[src/fmv_pkg.sv]
// Shared constants, types and helper functions of the matrix-vector multiply.
// No dependencies; used by every module of the block.
`default_nettype none

package fmv_pkg;

    localparam int MAX_DIM = 1024;
    localparam int LANES = 8;
    localparam int ADDR_W = $clog2(MAX_DIM);
    localparam int LANE_W = $clog2(LANES);
    localparam int GROUP_W = 8;
    localparam int MAX_GROUPS = MAX_DIM / LANES;
    localparam int FP_W = 32;
    localparam int SIG_W = 24;
    localparam int MANT_W = 48;
    localparam int SUM_W = 76;
    localparam int LOW_W = SUM_W - 1 - MANT_W;
    localparam int EXP_W = 11;
    localparam int LZ_W = 7;
    localparam int STEP_W = 3;

    localparam logic CMD_LOAD = 1'b0;
    localparam logic CMD_MATRIX = 1'b1;

    localparam logic [FP_W-1:0] FP_ONE = 32'h3F80_0000;
    localparam logic [FP_W-1:0] FP_QNAN = 32'h7FC0_0000;

    localparam logic signed [EXP_W-1:0] ADDEND_BIAS = 11'sd126;
    localparam logic signed [EXP_W-1:0] DENORM_LIMIT = 11'sd126;
    localparam logic signed [EXP_W-1:0] PACK_BIAS = 11'sd125;
    localparam logic signed [EXP_W-1:0] SUM_W_E = 11'sd76;
    localparam logic signed [EXP_W-1:0] EXP_MAX = 11'sd255;

    localparam logic [STEP_W-1:0] RED_LAST = 3'd6;

    typedef struct packed {
        logic start;
        logic no_addend;
    } fmv_req_t;

    typedef struct packed {
        logic            done;
        logic [FP_W-1:0] result;
    } fmv_rsp_t;

    function automatic logic [LZ_W-1:0] lzc48(input logic [MANT_W-1:0] x);
        logic [LZ_W-1:0] n;
        n = LZ_W'(MANT_W);
        for (int i = 0; i < MANT_W; i++) begin
            if (x[i]) n = LZ_W'(MANT_W - 1 - i);
        end
        return n;
    endfunction

    function automatic logic [LZ_W-1:0] lzc76(input logic [SUM_W-1:0] x);
        logic [LZ_W-1:0] n;
        n = LZ_W'(SUM_W);
        for (int i = 0; i < SUM_W; i++) begin
            if (x[i]) n = LZ_W'(SUM_W - 1 - i);
        end
        return n;
    endfunction

    // Pairwise reduction ((x0+x4)+(x2+x6))+((x1+x5)+(x3+x7)) done in place.
    function automatic logic [LANE_W-1:0] red_src_a(input logic [STEP_W-1:0] s);
        logic [LANE_W-1:0] r;
        case (s)
            3'd0: r = 3'd0;
            3'd1: r = 3'd2;
            3'd2: r = 3'd1;
            3'd3: r = 3'd3;
            3'd4: r = 3'd0;
            3'd5: r = 3'd1;
            default: r = 3'd0;
        endcase
        return r;
    endfunction

    function automatic logic [LANE_W-1:0] red_src_b(input logic [STEP_W-1:0] s);
        logic [LANE_W-1:0] r;
        case (s)
            3'd0: r = 3'd4;
            3'd1: r = 3'd6;
            3'd2: r = 3'd5;
            3'd3: r = 3'd7;
            3'd4: r = 3'd2;
            3'd5: r = 3'd3;
            default: r = 3'd1;
        endcase
        return r;
    endfunction

    function automatic logic [LANE_W-1:0] red_dst(input logic [STEP_W-1:0] s);
        logic [LANE_W-1:0] r;
        case (s)
            3'd0: r = 3'd0;
            3'd1: r = 3'd2;
            3'd2: r = 3'd1;
            3'd3: r = 3'd3;
            3'd4: r = 3'd0;
            3'd5: r = 3'd1;
            default: r = 3'd0;
        endcase
        return r;
    endfunction

endpackage

`default_nettype wire

[src/fmv_fma.sv]
// Five-stage single-precision fused multiply-add, one rounding, subnormals kept.
// Depends on fmv_pkg; computes a*b+c, or a*b alone when no_addend is set.
`default_nettype none

module fmv_fma (
    input  logic                      clk,
    input  logic                      rst_n,
    input  fmv_pkg::fmv_req_t         req,
    input  logic [fmv_pkg::FP_W-1:0]  a,
    input  logic [fmv_pkg::FP_W-1:0]  b,
    input  logic [fmv_pkg::FP_W-1:0]  c,
    output fmv_pkg::fmv_rsp_t         rsp
);
    import fmv_pkg::*;

    logic [7:0]  ea, eb, ec;
    logic [22:0] fa, fb, fc;
    logic        a_zero, b_zero, c_zero, a_inf, b_inf, c_inf, a_nan, b_nan, c_nan;
    logic        sp, sc, prod_inf, is_nan;
    logic [SIG_W-1:0] sig_a, sig_b, sig_c;
    logic [FP_W-1:0]  spec_val;
    logic             spec;

    logic                    v1_reg, v2_reg, v3_reg, v4_reg;
    logic                    s1_sp_reg, s1_sc_reg, s1_pz_reg, s1_cz_reg;
    logic                    s1_zsign_reg, s1_spec_reg;
    logic [FP_W-1:0]         s1_spec_val_reg;
    logic [MANT_W-1:0]       s1_prod_reg;
    logic signed [EXP_W-1:0] s1_ep_reg, s1_ec_reg;
    logic [SIG_W-1:0]        s1_sigc_reg;

    logic [LZ_W-1:0]         lzp, lzcc;
    logic [MANT_W-1:0]       mc_raw;
    logic                    s2_sp_reg, s2_sc_reg, s2_pz_reg, s2_cz_reg;
    logic                    s2_zsign_reg, s2_spec_reg;
    logic [FP_W-1:0]         s2_spec_val_reg;
    logic [MANT_W-1:0]       s2_mp_reg, s2_mc_reg;
    logic signed [EXP_W-1:0] s2_ep_reg, s2_ec_reg;

    logic                    p_big, small_zero, sub, sticky;
    logic [MANT_W-1:0]       m_big, m_small;
    logic signed [EXP_W-1:0] e_big, e_small, dd;
    logic [SUM_W-1:0]        big_w, small_w, shifted, sum;
    logic                    s3_sign_reg, s3_both_zero_reg, s3_zsign_reg, s3_spec_reg;
    logic [FP_W-1:0]         s3_spec_val_reg;
    logic [SUM_W-1:0]        s3_sum_reg;
    logic signed [EXP_W-1:0] s3_ebig_reg;

    logic                    s4_sign_reg, s4_zero_reg, s4_zsign_reg, s4_spec_reg;
    logic [FP_W-1:0]         s4_spec_val_reg;
    logic [SUM_W-1:0]        s4_sum_reg;
    logic signed [EXP_W-1:0] s4_ebig_reg;
    logic [LZ_W-1:0]         s4_lz_reg;

    logic signed [EXP_W-1:0] t_lim, l_s, amt, rs, fexp;
    logic [SUM_W-1:0]        xs;
    logic                    rsticky, guard, rst_all, rnd;
    logic [FP_W-2:0]         packed_mag;
    logic [FP_W-1:0]         result;
    logic                    done_reg;
    logic [FP_W-1:0]         result_reg;

    always_comb
    begin
        ea = a[30:23]; fa = a[22:0];
        eb = b[30:23]; fb = b[22:0];
        ec = c[30:23]; fc = c[22:0];
        a_zero = (ea == 8'd0) && (fa == 23'd0);
        b_zero = (eb == 8'd0) && (fb == 23'd0);
        c_zero = (ec == 8'd0) && (fc == 23'd0);
        a_inf = (ea == 8'hFF) && (fa == 23'd0);
        b_inf = (eb == 8'hFF) && (fb == 23'd0);
        c_inf = (ec == 8'hFF) && (fc == 23'd0);
        a_nan = (ea == 8'hFF) && (fa != 23'd0);
        b_nan = (eb == 8'hFF) && (fb != 23'd0);
        c_nan = (ec == 8'hFF) && (fc != 23'd0);
        sig_a = {|ea, fa};
        sig_b = {|eb, fb};
        sig_c = {|ec, fc};
        sp = a[31] ^ b[31];
        sc = c[31];
        prod_inf = a_inf || b_inf;
        is_nan = a_nan || b_nan || (!req.no_addend && c_nan)
              || (a_inf && b_zero) || (b_inf && a_zero)
              || (prod_inf && !req.no_addend && c_inf && (sp != sc));
        spec = is_nan || prod_inf || (!req.no_addend && c_inf);
        if (is_nan) spec_val = FP_QNAN;
        else if (prod_inf) spec_val = {sp, 8'hFF, 23'd0};
        else spec_val = {sc, 8'hFF, 23'd0};
    end

    always_comb
    begin
        lzp = lzc48(s1_prod_reg);
        mc_raw = {s1_sigc_reg, {(MANT_W - SIG_W){1'b0}}};
        lzcc = lzc48(mc_raw);
    end

    always_comb
    begin
        if (s2_cz_reg) p_big = 1'b1;
        else if (s2_pz_reg) p_big = 1'b0;
        else p_big = (s2_ep_reg > s2_ec_reg)
                  || ((s2_ep_reg == s2_ec_reg) && (s2_mp_reg >= s2_mc_reg));
        small_zero = s2_pz_reg || s2_cz_reg;
        m_big = p_big ? s2_mp_reg : s2_mc_reg;
        m_small = p_big ? s2_mc_reg : s2_mp_reg;
        e_big = p_big ? s2_ep_reg : s2_ec_reg;
        e_small = p_big ? s2_ec_reg : s2_ep_reg;
        sub = s2_sp_reg ^ s2_sc_reg;
        dd = e_big - e_small;
        big_w = {1'b0, m_big, {LOW_W{1'b0}}};
        small_w = {1'b0, m_small, {LOW_W{1'b0}}};
        if (small_zero) begin
            shifted = '0;
            sticky = 1'b0;
        end else if (dd >= SUM_W_E) begin
            shifted = '0;
            sticky = |m_small;
        end else begin
            shifted = small_w >> dd[LZ_W-1:0];
            sticky = |(small_w & ~({SUM_W{1'b1}} << dd[LZ_W-1:0]));
        end
        shifted[0] = shifted[0] | sticky;
        sum = sub ? (big_w - shifted) : (big_w + shifted);
    end

    always_comb
    begin
        t_lim = s4_ebig_reg - DENORM_LIMIT;
        l_s = $signed({{(EXP_W - LZ_W){1'b0}}, s4_lz_reg});
        amt = (t_lim < l_s) ? t_lim : l_s;
        rs = -amt;
        rst_all = 1'b0;
        if (!amt[EXP_W-1]) begin
            xs = s4_sum_reg << amt[LZ_W-1:0];
            rsticky = 1'b0;
        end else if (rs >= SUM_W_E) begin
            xs = '0;
            rsticky = |s4_sum_reg;
            rst_all = 1'b1;
        end else begin
            xs = s4_sum_reg >> rs[LZ_W-1:0];
            rsticky = |(s4_sum_reg & ~({SUM_W{1'b1}} << rs[LZ_W-1:0]));
        end
        fexp = xs[SUM_W-1] ? (s4_ebig_reg - PACK_BIAS - amt) : '0;
        guard = xs[SUM_W-1-SIG_W];
        rnd = guard && (rsticky || rst_all || (|xs[SUM_W-2-SIG_W:0]) || xs[SUM_W-SIG_W]);
        packed_mag = {fexp[7:0], xs[SUM_W-2:SUM_W-SIG_W]} + {30'd0, rnd};
        if (s4_spec_reg) result = s4_spec_val_reg;
        else if (s4_zero_reg) result = {s4_zsign_reg, 31'd0};
        else if (fexp >= EXP_MAX) result = {s4_sign_reg, 8'hFF, 23'd0};
        else result = {s4_sign_reg, packed_mag};
    end

    always_ff @(posedge clk or negedge rst_n)
    begin
        if (!rst_n) begin
            v1_reg <= 1'b0;
            v2_reg <= 1'b0;
            v3_reg <= 1'b0;
            v4_reg <= 1'b0;
            done_reg <= 1'b0;
        end else begin
            v1_reg <= req.start;
            v2_reg <= v1_reg;
            v3_reg <= v2_reg;
            v4_reg <= v3_reg;
            done_reg <= v4_reg;
        end
    end

    always_ff @(posedge clk)
    begin
        s1_sp_reg <= sp;
        s1_sc_reg <= sc;
        s1_pz_reg <= a_zero || b_zero;
        s1_cz_reg <= req.no_addend || c_zero;
        s1_zsign_reg <= req.no_addend ? sp : (sp & sc);
        s1_spec_reg <= spec;
        s1_spec_val_reg <= spec_val;
        s1_prod_reg <= sig_a * sig_b;
        s1_ep_reg <= $signed({3'd0, (ea == 8'd0) ? 8'd1 : ea})
                   + $signed({3'd0, (eb == 8'd0) ? 8'd1 : eb});
        s1_ec_reg <= $signed({3'd0, (ec == 8'd0) ? 8'd1 : ec}) + ADDEND_BIAS;
        s1_sigc_reg <= sig_c;

        s2_sp_reg <= s1_sp_reg;
        s2_sc_reg <= s1_sc_reg;
        s2_pz_reg <= s1_pz_reg;
        s2_cz_reg <= s1_cz_reg;
        s2_zsign_reg <= s1_zsign_reg;
        s2_spec_reg <= s1_spec_reg;
        s2_spec_val_reg <= s1_spec_val_reg;
        s2_mp_reg <= s1_prod_reg << lzp;
        s2_ep_reg <= s1_ep_reg - $signed({{(EXP_W - LZ_W){1'b0}}, lzp});
        s2_mc_reg <= mc_raw << lzcc;
        s2_ec_reg <= s1_ec_reg - $signed({{(EXP_W - LZ_W){1'b0}}, lzcc});

        s3_sign_reg <= p_big ? s2_sp_reg : s2_sc_reg;
        s3_both_zero_reg <= s2_pz_reg && s2_cz_reg;
        s3_zsign_reg <= s2_zsign_reg;
        s3_spec_reg <= s2_spec_reg;
        s3_spec_val_reg <= s2_spec_val_reg;
        s3_sum_reg <= sum;
        s3_ebig_reg <= e_big;

        s4_sign_reg <= s3_sign_reg;
        s4_zero_reg <= s3_both_zero_reg || (s3_sum_reg == '0);
        s4_zsign_reg <= s3_both_zero_reg ? s3_zsign_reg : 1'b0;
        s4_spec_reg <= s3_spec_reg;
        s4_spec_val_reg <= s3_spec_val_reg;
        s4_sum_reg <= s3_sum_reg;
        s4_ebig_reg <= s3_ebig_reg;
        s4_lz_reg <= lzc76(s3_sum_reg);

        result_reg <= result;
    end

    assign rsp = {done_reg, result_reg};

endmodule

`default_nettype wire

[config.mk]
export PLATFORM = sky130hd
export DESIGN_NAME = fmv_fma
export DESIGN_NICKNAME = d
export VERILOG_FILES = /design/src/fmv_pkg.sv /design/src/fmv_fma.sv
export SDC_FILE = /design/constraint.sdc
export NUM_CORES = 2
export LEC_CHECK = 0
export CAP_MARGIN = 10
export CORE_ASPECT_RATIO = 0.6
export CORE_MARGIN = 1.5
export CORE_UTILIZATION = 40
export CTS_BUF_LIST = sky130_fd_sc_hd__clkbuf_16
export DETAILED_ROUTE_END_ITERATION = 8
export DONT_BUFFER_PORTS = 1
export MAX_ROUTING_LAYER = met4
export SLEW_MARGIN = 25
export SYNTH_ARGS = -nofsm -noshare
export SYNTH_HDL_FRONTEND = slang
export SYNTH_SLANG_ARGS = --single-unit
[constraint.sdc]
create_clock -name clk -period 34.8 [get_ports clk]
set_input_delay 1.74 -clock clk [delete_from_list [all_inputs] [get_ports clk]]
set_output_delay 1.74 -clock clk [all_outputs]
set_load 0.02 [all_outputs]
==> results.json <==
{
  "io_pins": 133,
  "crit_buf_inv": 2,
  "drt_wl_total_um": 289000,
  "hold_end": "s4_ebig_reg[6]",
  "final.setup.tns_ns": 0,
  "mostFrequentLayoutCells": "nand2_1 (1,008), inv_1 (753), mux2i_1 (607)",
  "crit_fanout": 67,
  "ys_ff_latch": 426,
  "start_util_pct": 40.5,
  "cts_tree": "yes",
  "period_needed_ns": 13.85,
  "cts_hold_buf": 0,
  "yosysSeqAreaShare_pct": 14.5,
  "cts_made_buffers": 45,
  "crit_type": "register to register",
  "async_reset_ff_share_pct": 1.17,
  "grt_max_degree": 77,
  "route.detailed.drc": 0,
  "maxSlewViolCount": 0,
  "htreeDepth": 2,
  "drt-pass1-iter-count": 6,
  "timing.rr.end": "s3_sum_reg[75]",
  "cts_sinks": 426,
  "clk_pin_slew_worst_paths_ns": 0.07,
  "final_common_cell": "nand2_1",
  "die_width_um": 499,
  "min_period_over_period_pct": 39.8,
  "syn_area_um2": 59000,
  "post_drt_wl_per_cell_um": 31.1,
  "coreArea_um2": 146000,
  "max-slew-margin-rel_pct": 14.4,
  "synth.avg_cell_area_um2": 7.76,
  "setup.worst_path.start_class": "register",
  "track_usage_pct": 39.2,
  "cap_violations": 0,
  "layout-drive-gt1-share_pct": 6.00,
  "die_area_um2": 150000,
  "hold_path.class": "register to register",
  "hold-worst-slack_ns": 0.328,
  "vias_per_cell": 6.31,
  "finClkSkew_ns": 0.0415,
  "fmax_ghz": 0.0722,
  "area_growth_syn_to_layout_pct": 6.19,
  "grt_pass1_vias": 54500,
  "crit_family": "compound AO/OA/AOI/OAI gates",
  "finalSetupViolations": 0,
  "worst_path_max_delay_cell": "o31ai_1",
  "status": "finished, final reports clean",
  "hold_path_depth": 0,
  "synthesis.nets": 8547,
  "critical-path-max-stage-delay_ns": 0.92,
  "crit_cells": 43,
  "crit_path_frequent_cell": "o21ai_0",
  "reg2reg_depth": 43,
  "clk_latency_ns": 0.67,
  "hpwlAfterDp_um": 240000,
  "endpoint_kind": "register",
  "placed_cell_area_um2": 60900,
  "synth_warnings": 0,
  "rsz0062_at_grt": "no",
  "ctsResizeCount": 0,
  "hold_violations": 0,
  "die_height_um": 301,
  "final_cell_area_um2": 62700,
  "regToRegStartpoint": "s2_mc_reg[26]",
  "hp-start": "s3_ebig_reg[6]",
  "worst-r2r-setup-slack_ns": 20.95,
  "final_util_pct": 43.1,
  "ctsRootBufferMaster": "clkbuf_16",
  "synth_edf_count": 0,
  "synthFlopType": "dfxtp_1",
  "crit_path_start": "s2_mc_reg[26]",
  "yosysUniqueCellTypes": 106,
  "nets": 8273,
  "antenna_found_initial": 18,
  "cp.required_ns": 35.37,
  "postSynthCellCount": 7602,
  "portBuffers": 0,
  "cts_setup_buffers": 0,
  "grt_overflow_total": 0,
  "final_antenna_net_count": 0,
  "gp_congestion": 1.09,
  "vias": 58600,
  "worstMarginPinSlew_ns": 1.27,
  "arrival_ns": 14.42,
  "num_rows": 108,
  "grt_pass1_wl_um": 413000,
  "drt_iter0_drc": 8676,
  "cts_max_path_buffers": 3
}
-- how the worst max path moves through the flow --
stage,endpoint,slack [ns]
floorplan,s3_sum_reg[74],23.75
CTS,s3_sum_reg[75],21.34
detailed placement,s3_sum_reg[75],21.48
finish,s3_sum_reg[75],20.95
global route,s3_sum_reg[75],20.60
global placement,s3_sum_reg[75],21.56
-- routing by layer --
layer  GRT usage, %  vias to the layer above  routed length, um
li1               -                    25600                  -
met1           64.5                    29200             150000
met2           38.5                     3605              85300
met3           21.1                      175              52000
met4           2.64                        0               2040
met5              -                        -                  0
-- cell usage after synthesis, drive strengths merged (32+ instances only) --
| cell type | instances | share of area [%] |
|---|---|---|
| o31ai | 53 | 0.72 |
| a21oi | 478 | 4.1 |
| nand2 | 1010 | 6.4 |
| o21ai | 381 | 3.2 |
| inv | 758 | 4.8 |
| mux2i | 614 | 10 |
| nand3 | 175 | 1.5 |
| mux2 | 53 | 1.0 |
| fa | 487 | 17 |
| nor2 | 553 | 3.5 |
| a21o | 60 | 0.77 |
| nor2b | 47 | 0.50 |
| ha | 358 | 7.6 |
| o22ai | 58 | 0.61 |
| and3 | 81 | 0.86 |
| or3 | 45 | 0.48 |
| dfxtp | 421 | 14 |
| nor4 | 97 | 1.1 |
| nor3 | 154 | 1.3 |
| nand2b | 59 | 0.63 |
| mux4 | 32 | 1.2 |
| nand4 | 54 | 0.57 |
| xnor2 | 117 | 1.7 |
| xor2 | 56 | 0.83 |
| and2 | 249 | 2.6 |
| o211ai | 55 | 0.71 |
| buf | 127 | 1.0 |
| o21bai | 74 | 0.94 |
| a31oi | 66 | 0.71 |
| clkbuf | 342 | 2.2 |
| a211oi | 94 | 1.2 |
-- final cells by class --
class	instances	area, um^2
clock buffers	45	1130
inverters	760	2860
clock inverters	39	432
repair buffers	148	1130
multi-input cells	5947	46100
flip-flops and latches	426	8550
diodes	10	25.0
fillers	14800	82900
well taps	1925	2410
-- per-stage QoR --
| stage | worst slack [ns] | instances |
|---|---|---|
| final | 20.95 | 9300 |
| after global routing | 20.60 | 9296 |
| after detailed placement | 21.48 | 9205 |
| after global placement | 21.56 | 9205 |
| after floorplan | 23.75 | 7602 |
| after CTS | 21.34 | 9289 |
-- cell families after synthesis --
family / synth area share, %
simple gates: 20.5
compound gates: 17.6
buf+inv: 8.01
fa+ha+maj: 24.1
mux: 12.7
flops: 14.5
xor+xnor: 2.58
Power is not shown: default switching activity piles up to over one toggle a cycle in this logic, so the estimate is an artifact.
